### config.mk
export PLATFORM = sky130hd
export DESIGN_NAME = tcm_queue
export DESIGN_NICKNAME = d
export VERILOG_FILES = /design/src/hdl/tcm_pkg.sv /design/src/hdl/tcm_queue.sv
export SDC_FILE = /design/constraint.sdc
export NUM_CORES = 1
export LEC_CHECK = 0
export BUFFER_PORTS_ARGS = -buffer_cell sky130_fd_sc_hd__buf_2
export CAP_MARGIN = 40
export CORE_MARGIN = 1.5
export CORE_UTILIZATION = 45
export CTS_BUF_LIST = sky130_fd_sc_hd__clkbuf_4 sky130_fd_sc_hd__clkbuf_8
export DETAILED_ROUTE_END_ITERATION = 10
export MAX_ROUTING_LAYER = met4
export PLACE_DENSITY = 0.79
export SLEW_MARGIN = 20
export SYNTH_ARGS = -nofsm -noshare
export SYNTH_HDL_FRONTEND = slang
export SYNTH_SLANG_ARGS = --single-unit
### constraint.sdc
create_clock -name clk -period 5.2 [get_ports clk]
set_input_delay 0.26 -clock clk [delete_from_list [all_inputs] [get_ports clk]]
set_output_delay 0.26 -clock clk [all_outputs]
set_load 0.03 [all_outputs]
### src/hdl/tcm_pkg.sv
`timescale 1ns / 1ps
package tcm_pkg;

  localparam int COORD_WIDTH = 24;
  localparam int NODES       = 10;
  localparam int POINTS      = 4;
  localparam int ENTRIES     = 55;
  localparam int JAC_DEPTH   = 36;
  localparam int JAC_W       = 48;
  localparam int JAC_AW      = 6;
  localparam int PT_STRIDE   = 9;
  localparam int DSH_W       = 32;
  localparam int K_W         = 40;
  localparam int FRAC        = 28;
  localparam int PROD_W      = DSH_W + COORD_WIDTH;
  localparam int DET_STEPS   = 9;
  localparam int MUL_DIGIT   = 4;
  localparam int MUL_STEPS   = 64 / MUL_DIGIT;
  localparam int QDEPTH      = 2;
  localparam int QPTR        = 1;

  localparam logic [31:0] DENSITY_RESET = 32'd65536;

  localparam longint unsigned FIVE15 = 64'd30517578125;
  localparam longint QA =
    longint'((64'd585410196627215 * 64'd8192 + FIVE15 / 2) / FIVE15);
  localparam longint QB =
    longint'((64'd138196601125011 * 64'd8192 + FIVE15 / 2) / FIVE15);
  localparam longint ONE_Q  = longint'(1) <<< FRAC;
  localparam longint K_DIV  = 64'sd1572864;
  localparam longint K_HALF = 64'sd786432;

  // Jacobian entry offsets within one point (row = d, column = c)
  localparam logic [3:0] J00 = 4'd0, J01 = 4'd1, J02 = 4'd2;
  localparam logic [3:0] J10 = 4'd3, J11 = 4'd4, J12 = 4'd5;
  localparam logic [3:0] J20 = 4'd6, J21 = 4'd7, J22 = 4'd8;
  localparam logic [3:0] M0 = 4'd0, M1 = 4'd1, M2 = 4'd2;

  typedef logic signed [DSH_W-1:0] dsh_t;
  typedef dsh_t [POINTS-1:0][2:0][NODES-1:0] dsh_tab_t;
  typedef logic signed [K_W-1:0] kc_t;
  typedef kc_t [ENTRIES-1:0][POINTS-1:0] k_tab_t;

  typedef struct packed {
    logic                          node_ok;
    logic [3:0]                    node;
    logic signed [COORD_WIDTH-1:0] x;
    logic signed [COORD_WIDTH-1:0] y;
    logic signed [COORD_WIDTH-1:0] z;
    logic                          last;
  } item_t;

  typedef enum logic [1:0] {OP_LOAD, OP_ADD, OP_SUB} acc_op_t;
  typedef enum logic [1:0] {FIN_NONE, FIN_MINOR, FIN_DET} fin_t;

  typedef struct packed {
    logic [3:0] a_idx;
    logic       b_minor;
    logic [3:0] b_idx;
    acc_op_t    op;
    fin_t       fin;
  } det_step_t;

  typedef enum logic [3:0] {
    B_IDLE, B_ACC_RD, B_ACC_WR, B_RD_A, B_RD_B, B_OPS, B_MUL, B_WAIT, B_ACCUM, B_FIN
  } back_state_t;

  typedef enum logic [1:0] {PH_DET, PH_SUM, PH_DENS} phase_t;

  function automatic longint qmul(input longint a, input longint b);
    return (a * b + (longint'(1) <<< (FRAC - 1))) >>> FRAC;
  endfunction

  function automatic dsh_tab_t build_dsh();
    dsh_tab_t t;
    longint   r, s, u, l1, l2, l3, l4;
    int       p;
    t = '0;
    for (p = 0; p < POINTS; p++) begin
      r  = (p == 0) ? QA : QB;
      s  = (p == 1) ? QA : QB;
      u  = (p == 2) ? QA : QB;
      l1 = ONE_Q - r - s - u;
      l2 = r;
      l3 = s;
      l4 = u;
      t[p][0][0] = DSH_W'(ONE_Q - 4 * l1);
      t[p][1][0] = DSH_W'(ONE_Q - 4 * l1);
      t[p][2][0] = DSH_W'(ONE_Q - 4 * l1);
      t[p][0][1] = DSH_W'(4 * l2 - ONE_Q);
      t[p][1][2] = DSH_W'(4 * l3 - ONE_Q);
      t[p][2][3] = DSH_W'(4 * l4 - ONE_Q);
      t[p][0][4] = DSH_W'(4 * (l1 - l2));
      t[p][1][4] = DSH_W'(-4 * l2);
      t[p][2][4] = DSH_W'(-4 * l2);
      t[p][0][5] = DSH_W'(4 * l3);
      t[p][1][5] = DSH_W'(4 * l2);
      t[p][0][6] = DSH_W'(-4 * l3);
      t[p][1][6] = DSH_W'(4 * (l1 - l3));
      t[p][2][6] = DSH_W'(-4 * l3);
      t[p][0][7] = DSH_W'(-4 * l4);
      t[p][1][7] = DSH_W'(-4 * l4);
      t[p][2][7] = DSH_W'(4 * (l1 - l4));
      t[p][0][8] = DSH_W'(4 * l4);
      t[p][2][8] = DSH_W'(4 * l2);
      t[p][1][9] = DSH_W'(4 * l4);
      t[p][2][9] = DSH_W'(4 * l3);
    end
    return t;
  endfunction

  // N_i*N_j/24 in Q.40, upper triangle in row-major order
  function automatic k_tab_t build_k();
    k_tab_t t;
    longint r, s, u, l1, l2, l3, l4, prod, mag, q;
    longint nv [NODES];
    int     p, i, j, e;
    t = '0;
    for (p = 0; p < POINTS; p++) begin
      r  = (p == 0) ? QA : QB;
      s  = (p == 1) ? QA : QB;
      u  = (p == 2) ? QA : QB;
      l1 = ONE_Q - r - s - u;
      l2 = r;
      l3 = s;
      l4 = u;
      nv[0] = qmul(l1, 2 * l1 - ONE_Q);
      nv[1] = qmul(l2, 2 * l2 - ONE_Q);
      nv[2] = qmul(l3, 2 * l3 - ONE_Q);
      nv[3] = qmul(l4, 2 * l4 - ONE_Q);
      nv[4] = qmul(4 * l1, l2);
      nv[5] = qmul(4 * l2, l3);
      nv[6] = qmul(4 * l3, l1);
      nv[7] = qmul(4 * l1, l4);
      nv[8] = qmul(4 * l2, l4);
      nv[9] = qmul(4 * l3, l4);
      e = 0;
      for (i = 0; i < NODES; i++) begin
        for (j = i; j < NODES; j++) begin
          prod = nv[i] * nv[j];
          mag  = (prod < 0) ? -prod : prod;
          q    = (mag + K_HALF) / K_DIV;
          t[e][p] = K_W'((prod < 0) ? -q : q);
          e++;
        end
      end
    end
    return t;
  endfunction

  localparam dsh_tab_t DSH  = build_dsh();
  localparam k_tab_t   KTAB = build_k();

  // round half up, shift right by n, saturate to 64 bits
  function automatic logic signed [63:0] rsat(input logic signed [127:0] v, input int n);
    logic signed [127:0] t;
    t = (v + (128'sd1 <<< (n - 1))) >>> n;
    if ((t[127:63] == '0) || (t[127:63] == '1)) begin
      return t[63:0];
    end
    return t[127] ? {1'b1, 63'd0} : {1'b0, {63{1'b1}}};
  endfunction

  function automatic det_step_t det_step(input logic [3:0] step);
    det_step_t s;
    case (step)
      4'd0:    s = '{J11, 1'b0, J22, OP_LOAD, FIN_NONE};
      4'd1:    s = '{J12, 1'b0, J21, OP_SUB,  FIN_MINOR};
      4'd2:    s = '{J10, 1'b0, J22, OP_LOAD, FIN_NONE};
      4'd3:    s = '{J12, 1'b0, J20, OP_SUB,  FIN_MINOR};
      4'd4:    s = '{J10, 1'b0, J21, OP_LOAD, FIN_NONE};
      4'd5:    s = '{J11, 1'b0, J20, OP_SUB,  FIN_MINOR};
      4'd6:    s = '{J00, 1'b1, M0,  OP_LOAD, FIN_NONE};
      4'd7:    s = '{J01, 1'b1, M1,  OP_SUB,  FIN_NONE};
      4'd8:    s = '{J02, 1'b1, M2,  OP_ADD,  FIN_DET};
      default: s = '{J00, 1'b0, J00, OP_LOAD, FIN_NONE};
    endcase
    return s;
  endfunction

endpackage

### src/hdl/tcm_queue.sv
`timescale 1ns / 1ps
module tcm_queue import tcm_pkg::*; (
  input  logic  clk,
  input  logic  rst,
  input  logic  push,
  input  item_t din,
  input  logic  pop,
  output item_t dout,
  output logic  full,
  output logic  empty
);

  item_t           slots [QDEPTH];
  logic [QPTR-1:0] wp, rp;
  logic [QPTR:0]   count;

  assign full  = (count == (QPTR + 1)'(QDEPTH));
  assign empty = (count == '0);
  assign dout  = slots[rp];

  always_ff @(posedge clk) begin
    if (rst) begin
      wp    <= '0;
      rp    <= '0;
      count <= '0;
    end else begin
      if (push) begin
        wp <= wp + 1'b1;
      end
      if (pop) begin
        rp <= rp + 1'b1;
      end
      if (push && !pop) begin
        count <= count + 1'b1;
      end else if (pop && !push) begin
        count <= count - 1'b1;
      end
    end
  end

  always_ff @(posedge clk) begin
    if (push) begin
      slots[wp] <= din;
    end
  end

endmodule

==> metrics.log, run 1 <==
[metrics] outcome: completed
[metrics] area added between synthesis and finish: 37.5%
[metrics] worst IR drop on VDD: 250 uV
[metrics] HPWL after detailed placement: 6480 um
[metrics] number of buffers inserted by port buffering: 161
[metrics] clock-pin slew of the registers on the worst-case setup and hold paths: 80 ps
[metrics] floorplan die area: 0.0138 sq mm
[metrics] sequential element share of the synthesized area: 80.9%
[metrics] maximum buffer depth of the clock tree: 2
[metrics] part of the total power dissipated in the clock network: 29.8%
[metrics] area occupied by multi-input gates: 0.00106 sq mm
[metrics] global placer's final weighted congestion: 0.708
[metrics] CTS buffer count: 17
[metrics] WL per Instance: 15.9 um
[metrics] width of the die: 118 um
[metrics] final design utilization: 63.9%
[metrics] setup TNS after final layout: 0 ps
[metrics] Iteration-0 DRC Markers: 176
[metrics] minimum period implied by the final worst setup slack: 2330 ps
[metrics] total track usage: 17.1%
[metrics] area of placed instances: 0.00697 sq mm
[metrics] internal power component: 2.15 mW
[metrics] number of register bits inferred by synthesis: 161
[metrics] Static Leakage: 3.13 nW
[metrics] Flop pwr share: 53.7%
[metrics] non-filler instance count after layout: 704
[metrics] initial antenna violation count: 0
[metrics] layout cell share with drive strength beyond 1: 52.1%
[metrics] total detailed-routing wirelength: 11,200 um
[metrics] setup repair after global routing missed its margin: false
[metrics] signal arrival time at the worst endpoint: 2070 ps
[metrics] total length of routed met3 wires: 624 um
[metrics] Net Sw Power: 728 uW
[metrics] syn nets: 348
[metrics] startpoint type of the worst setup path: flop
[metrics] Hold WS: 102 ps
[metrics] setup slack at placement: 3140 ps
[metrics] cell area after synthesis: 0.00591 sq mm
[metrics] Post-CTS Setup Bufs: 0
[metrics] register area: 0.00479 sq mm
[metrics] height of the chip: 118 um
[metrics] total number of nets in the final design: 602
[metrics] number of violations of the max-capacitance limit: 0
[metrics] M1 wire length: 4440 um
[metrics] overall power consumption: 2.87 mW
[metrics] synthesized instance count: 265
[metrics] power density relative to cell area: 353 mW/mm^2
[metrics] detailed-routed wire length on met2: 6030 um
[metrics] count of cell types in the netlist: 16
[metrics] worst skew pair latency: 450 ps
[metrics] Warnings, synthesis: 0
[metrics] CP required: 4940 ps
[metrics] Max Clock Freq: 0.429 GHz
[metrics] placeable core region: 0.0127 sq mm
[metrics] CP endpoint kind: output pin
[metrics] global route overflow: 0
[metrics] area of all placed cells without fillers: 0.00813 sq mm
[metrics] number of instances on the worst hold path: 3
[metrics] Pre-Repair DR Iteration Count: 4
[metrics] startpoint of the worst-slack reg-to-reg timing path: wp
[metrics] measured slew at the worst slew-check pin: 548 ps
[metrics] Slew Viols, Final: 0
[metrics] worst reg2reg setup slack: 3240 ps
[metrics] largest area contributor in the netlist: edfxtp_1
[metrics] TritonCTS clock tree: built
[metrics] count of antenna-violating nets left after detailed routing: 0
[metrics] final setup slack of the worst path: 2870 ps
[metrics] first-pass GRT wire length: 17,300 um
[metrics] capture point of the worst reg-to-reg path: slots[0][25]
[metrics] final setup vio count: 0
[metrics] top sig layer: met4
[metrics] starting density of the core: 46.5%
[metrics] count of final hold-check violations: 0
[metrics] end point of the critical path: dout[26]
[metrics] site row count: 41
[metrics] worst slew margin relative to its limit: 63.4%
[metrics] class of the most critical hold timing path: in2reg
[metrics] Worst R2R Path Depth: 3
[metrics] final critical-path share of the clock period: 44.8%
[metrics] number of cells after detailed placement: 593
[metrics] depth of the CTS H-tree: 4
[metrics] # fillers: 927
[metrics] largest driver fanout on the critical path: 46
[metrics] remaining routing DRC violations: 0
[metrics] Switching Share: 25.3%
[metrics] via count: 3,258
[metrics] combinational fraction of design power: 16.5%
[metrics] library cell used as clock root buffer: clkbuf_8
[metrics] vias per cell: 4.63
[metrics] final worst clock skew: 14.3 ps
[metrics] dominant cells by area after synthesis: edfxtp_1 79%, mux2_2 11%, mux2_4 5.1%
[metrics] antenna cell count: 0
[metrics] number of global-route vias before repair: 3,598
[metrics] number of placed I/O pins: 162
[metrics] per-instance average area after synthesis: 22.3 sq um
[metrics] number of sinks handled by clock tree synthesis: 161
[metrics] maximum number of pins on one net before global-route repair: 47
[metrics] top-area cell type share of the netlist area: 79.2%
[metrics] critical path type: reg2out
-- per-layer routing --
layer  track usage (%)  up-vias
li1                  -     1550
met1              18.0     1582
met2              29.7      114
met3              5.81       12
met4              6.63        0
met5                 -        -
-- Yosys cell counts --
master      n
mux2_2     58
buf_2       5
or3_1       1
xor2_1      2
ha_1        1
and2_1      1
a21oi_1     1
nor2b_1     2
o21ai_0     1
buf_6       4
dfxtp_1     5
xnor2_1     2
nor2_1      5
inv_1       1
edfxtp_1  156
mux2_4     20
-- worst min-delay path by stage --
| stage | start | slack [ps] | to |
|---|---|---|---|
| after floorplan | rst | 330 | count[1] |
| after global placement | din[24] | 450 | slots[0][24] |
| after detailed placement | din[0] | 450 | slots[0][0] |
| after CTS | rst | 4 | flop |
| after global routing | pop | 110 | flop |
| final | pop | 100 | flop |
-- worst max-delay path, cell delays in order, from the launching register on --
cell and delay, ps:
dfxtp_4 680, buf_16 320, mux2_2 390, buf_2 180
-- layout by cell type, fill, tap and decap left out, types with 2 or more instances in the layout --
cell	count
xnor2_1	2
dlygate4sd3_1	79
nor2_1	5
clkbuf_8	17
clkbuf_4	3
clkinv_2	6
buf_16	3
mux2_4	20
clkinvlp_4	2
buf_2	161
xor2_1	2
dfxtp_1	4
mux2_2	58
bufinv_16	2
edfxtp_1	156
-- power groups by stage --
| stage | Combinational (mW) | Clock, mW | Sequential (mW) |
|---|---|---|---|
| 2_1_floorplan | 0.304 | 0 | 1.56 |
| 3_3_place_gp | 0.394 | 0 | 1.58 |
| 3_5_place_dp | 0.427 | 0 | 1.57 |
| 4_1_cts | 0.473 | 0.882 | 1.54 |
| 5_1_grt | 0.498 | 0.934 | 1.55 |
| 6_report | 0.473 | 0.858 | 1.54 |
-- final cells by class --
| type | count | area share (%) |
|---|---|---|
| clock buffers | 20 | 3.15 |
| repair buffers | 244 | 20.7 |
| inverters | 1 | 0.0462 |
| well taps | 172 | 2.65 |
| clock inverters | 12 | 1.45 |
| multi-input cells | 94 | 13.1 |
| flip-flops and latches | 161 | 58.9 |
-- flip-flops by register name, indices dropped and copies added, names as in the netlist, named ones only --
signal and cells:
rp 1, slots 156, wp 1, count 2
-- logic make-up (layout without fill, tap and decap cells) --
family	count (synthesis)	after routing	synth area share, %
adder cells (fa/ha/maj)	1	1	0.212
buffers and inverters	10	277	1.25
XOR/XNOR	4	4	0.593
flip-flops	161	161	80.9
AO/OA/AOI/OAI	2	2	0.169
AND/OR/NAND/NOR	9	9	0.741
multiplexers	78	78	16.1
-- repair_timing --
item | in CTS | in global routing
hold buffers | 78 | 1
gates resized for setup | 0 | 0
hold endpoints to repair | 156 | 2
setup endpoints to repair | 0 | 0
Note: power is estimated with default switching activity, not from simulation.
==> run 2: changes to the inputs <==
- ABC_AREA: not set -> 1
- clock period: 5.2 -> 2.4 ns (I/O delays scaled with it)
==> run 2 against run 1 <==
Count of clock-buffer cells in the layout shrank 1. Register-to-register slack lost 2200 ps. Die area grew 0.35%. Via count grew 2.4%. Worst setup slack lost 2500 ps. Synthesized cell count grew 4.2%.
==> metrics.log, run 2 <==
[metrics] area added between synthesis and finish: 37.2% (was 37.5%)
[metrics] Switching Share: 24.5% (was 25.3%)
[metrics] Critical-path top delay cell: dfxtp_4 (unchanged)
[metrics] startpoint of the tightest hold check path: din[9] (was pop)
[metrics] number of flip-flops in the largest register: 156 (unchanged)
[metrics] syn nets: 359 (was 348)
[metrics] number of register bits inferred by synthesis: 161 (unchanged)
[metrics] height of the chip: 118 um (about the same)
[metrics] crit-path max cell delay: 670 ps (was 680 ps)
[metrics] commonest non-fill, non-tap cell in the layout: buf_2 (unchanged)
[metrics] number of instances on the worst hold path: 2 (was 3)
[metrics] Max Clock Freq: 0.484 GHz
[metrics] Net Sw Power: 1.48 mW (was 728 uW)
[metrics] count of antenna-violating nets left after detailed routing: 0 (unchanged)
[metrics] site row count: 41 (unchanged)
[metrics] number of placed I/O pins: 162 (unchanged)
[metrics] Hold WS: 407 ps (was 102 ps)
[metrics] number of cells after detailed placement: 605 (was 593)
[metrics] part of the total power dissipated in the clock network: 29.4% (was 29.8%)
[metrics] worst reg2reg setup slack: 1010 ps (was 3240 ps)
[metrics] cell area after synthesis: 0.00593 sq mm (was 0.00591 sq mm)
[metrics] minimum period implied by the final worst setup slack: 2070 ps
[metrics] worst skew pair latency: 440 ps (was 450 ps)
[metrics] setup TNS after final layout: 0 ps (unchanged)
[metrics] per-instance average area after synthesis: 21.5 sq um (was 22.3 sq um)
[metrics] most instantiated flip-flop cell in the synthesis netlist: edfxtp_1 (unchanged)
[metrics] cell with the most instances after synthesis: edfxtp_1 (unchanged)
[metrics] number of synthesized flops with an enable pin: 156 (unchanged)
[metrics] non-filler instance count after layout: 718 (was 704)
[metrics] HPWL after detailed placement: 6490 um (was 6480 um)
[metrics] hold endpoint: slots[0][9]
[metrics] capture point of the worst reg-to-reg path: slots[1][15] (was slots[0][25])
[metrics] leading post-synthesis cells by instance count: 156 x edfxtp_1, 58 x mux2_2, 20 x mux2_4 (unchanged)
[metrics] setup repair after global routing missed its margin: false (unchanged)
[metrics] global route overflow: 0 (unchanged)
[metrics] sequence of cells on the critical path: buf_12 -> mux2_2 -> buf_2 (was buf_16 -> mux2_2 -> buf_2)
[metrics] library cell used as clock root buffer: clkbuf_8 (unchanged)
[metrics] area of placed instances: 0.00697 sq mm (about the same)
[metrics] vias per cell: 4.65 (was 4.63)
[metrics] starting density of the core: 46.6% (was 46.5%)
[metrics] Static Leakage: 3.15 nW (was 3.13 nW)
[metrics] total detailed-routing wirelength: 11,000 um (was 11,200 um)
[metrics] largest driver fanout on the critical path: 34 (was 46)
[metrics] clock-pin slew of the registers on the worst-case setup and hold paths: 80 ps (about the same)
[metrics] via count: 3,336 (was 3,258)
[metrics] combinational fraction of design power: 15.9% (was 16.5%)
[metrics] Slew Viols, Final: 0 (unchanged)
[metrics] layout cell share with drive strength beyond 1: 49.7% (was 52.1%)
[metrics] first-pass GRT wire length: 17,600 um (was 17,300 um)
[metrics] sequential element share of the synthesized area: 80.6% (was 80.9%)
[metrics] overall power consumption: 6.05 mW (was 2.87 mW)
[metrics] measured slew at the worst slew-check pin: 487 ps (was 548 ps)
[metrics] Flop pwr share: 54.7% (was 53.7%)
[metrics] register bank with the most flops: slots (unchanged)
[metrics] maximum number of pins on one net before global-route repair: 78 (was 47)
[metrics] Worst R2R Path Depth: 3 (unchanged)
[metrics] leading registers by flop count: slots (156), count (2) (unchanged)
[metrics] total track usage: 17.0% (was 17.1%)
[metrics] startpoint of the worst-slack reg-to-reg timing path: wp (unchanged)
[metrics] critical path type: reg2out (unchanged)
[metrics] final setup vio count: 0 (unchanged)
[metrics] worst slew margin relative to its limit: 67.6% (was 63.4%)
[metrics] number of sinks handled by clock tree synthesis: 161 (unchanged)
[metrics] most used cells in the layout excluding fill and tap cells: 161 x buf_2, 156 x edfxtp_1, 82 x dlygate4sd3_1, 58 x mux2_2, 20 x mux2_4 (was 161 x buf_2, 156 x edfxtp_1, 79 x dlygate4sd3_1, 58 x mux2_2, 20 x mux2_4)
[metrics] number of violations of the max-capacitance limit: 0 (unchanged)
[metrics] floorplan die area: 0.0139 sq mm (was 0.0138 sq mm)
[metrics] CP required: 2280 ps (was 4940 ps)
[metrics] maximum buffer depth of the clock tree: 2 (unchanged)
[metrics] count of cell types in the netlist: 16 (unchanged)
[metrics] final worst clock skew: 11.9 ps (was 14.3 ps)
[metrics] WL per Instance: 15.3 um (was 15.9 um)
[metrics] number of gates resized after CTS: 0 (unchanged)
[metrics] Warnings, synthesis: 0 (unchanged)
[metrics] number of global-route vias before repair: 3,687 (was 3,598)
[metrics] TritonCTS clock tree: built (unchanged)
[metrics] final critical-path share of the clock period: 86.1%
[metrics] worst IR drop on VDD: 541 uV (was 250 uV)
[metrics] startpoint type of the worst setup path: flop (unchanged)
[metrics] synthesized instance count: 276 (was 265)
[metrics] Iteration-0 DRC Markers: 213 (was 176)
[metrics] largest area contributor in the netlist: edfxtp_1 (unchanged)
[metrics] area of all placed cells without fillers: 0.00814 sq mm (was 0.00813 sq mm)
[metrics] signal arrival time at the worst endpoint: 1950 ps (was 2070 ps)
[metrics] depth of the CTS H-tree: 4 (unchanged)
[metrics] remaining routing DRC violations: 0 (unchanged)
[metrics] outcome: completed (unchanged)
[metrics] initial antenna violation count: 1 (was 0)
[metrics] count of final hold-check violations: 0 (unchanged)
[metrics] placeable core region: 0.0127 sq mm (unchanged)
[metrics] CTS buffer count: 17 (unchanged)
[metrics] async set-or-reset flop fraction in the synthesized netlist: 0% (unchanged)
[metrics] global placer's final weighted congestion: 0.716 (was 0.708)
[metrics] total number of nets in the final design: 617 (was 602)
[metrics] top-area cell type share of the netlist area: 78.9% (was 79.2%)
[metrics] power density relative to cell area: 743 mW/mm^2 (was 353 mW/mm^2)
[metrics] width of the die: 118 um (about the same)
[metrics] Pre-Repair DR Iteration Count: 6 (was 4)
[metrics] class of the most critical hold timing path: in2reg (unchanged)
[metrics] number of buffers inserted by port buffering: 161 (unchanged)
[metrics] CP endpoint kind: output pin (unchanged)
[metrics] internal power component: 4.57 mW (was 2.15 mW)
[metrics] dominant cells by area after synthesis: edfxtp_1 79%, mux2_2 11%, mux2_4 5.1% (unchanged)
-- run 2: changes by cell type after synthesis, sizes merged, moves of 2 or more --
cell | before | now
inv | 1 | 9
nand2 | 0 | 5
nor2 | 5 | 7
xor2 | 2 | 0
nor2b | 2 | 0
-- run 2: layout make-up --
cell class	instances	area (sq um)
Tap cell	172	215
Antenna cell	1	2.50
Clock buffer	19	249
Fill cell	937	4580
Inverter	9	35.0
Multi-Input combinational cell	97	1050
Sequential cell	161	4790
Timing Repair Buffer	248	1700
Clock inverter	11	97.6
-- run 2: kinds of logic (layout without fill, tap and decap cells) --
group / count (synthesis) / after routing / synth area share [%]
AO/OA/AOI/OAI: 2 / 2 / 0.169
XOR/XNOR: 1 / 1 / 0.148
adder cells (fa/ha/maj): 1 / 1 / 0.211
buffers and inverters: 18 / 287 / 1.75
flip-flops: 161 / 161 / 80.6
multiplexers: 78 / 78 / 16.1
other: 0 / 1 / 0
AND/OR/NAND/NOR: 15 / 15 / 1.03
-- run 2: metrics by stage --
step | worst slack, ps | util, %
after global routing | 231 | 64.0
after floorplan | 0.560 | -
after global placement | 783 | 54.8
after detailed placement | 767 | 54.8
after CTS | 272 | 64.0
final | 333 | 64.0
-- run 2: worst max-delay path by stage --
stage / start / end / slack, ps / cells after the start
floorplan: wp / slots[1][0] / 0.6 / 2
global placement: flop / dout[64] / 780 / 3
detailed placement: flop / dout[75] / 770 / 3
CTS: flop / dout[65] / 270 / 3
global route: flop / dout[76] / 230 / 3
finish: flop / dout[64] / 330 / 3
-- run 2: per-layer routing --
layer / wire length (um) / vias up / track usage (%)
met2: 5820 / 113 / 29.6
li1: - / 1585 / -
met1: 4450 / 1622 / 18.4
met4: 187 / 0 / 6.63
met3: 546 / 16 / 4.89
met5: 0 / - / -
-- run 2: worst max-delay path: cells and delay by family (launching register included) --
family                 cells  cell delay (ps)
DFF                        1              670
muxes                      1              380
buffers and inverters      2              460
-- run 2: power by group through the flow --
stage | combinational, mW | sequential [mW] | clock, mW
2_1_floorplan | 0.620 | 3.34 | 0
3_3_place_gp | 0.843 | 3.37 | 0
3_5_place_dp | 0.857 | 3.37 | 0
4_1_cts | 0.966 | 3.31 | 1.82
5_1_grt | 1.02 | 3.32 | 1.93
6_report | 0.964 | 3.31 | 1.78
-- run 2: timing repair --
item	in CTS	in global routing
buffers inserted	0	0
endpoints found under the hold margin	161	0
hold buffers	82	0
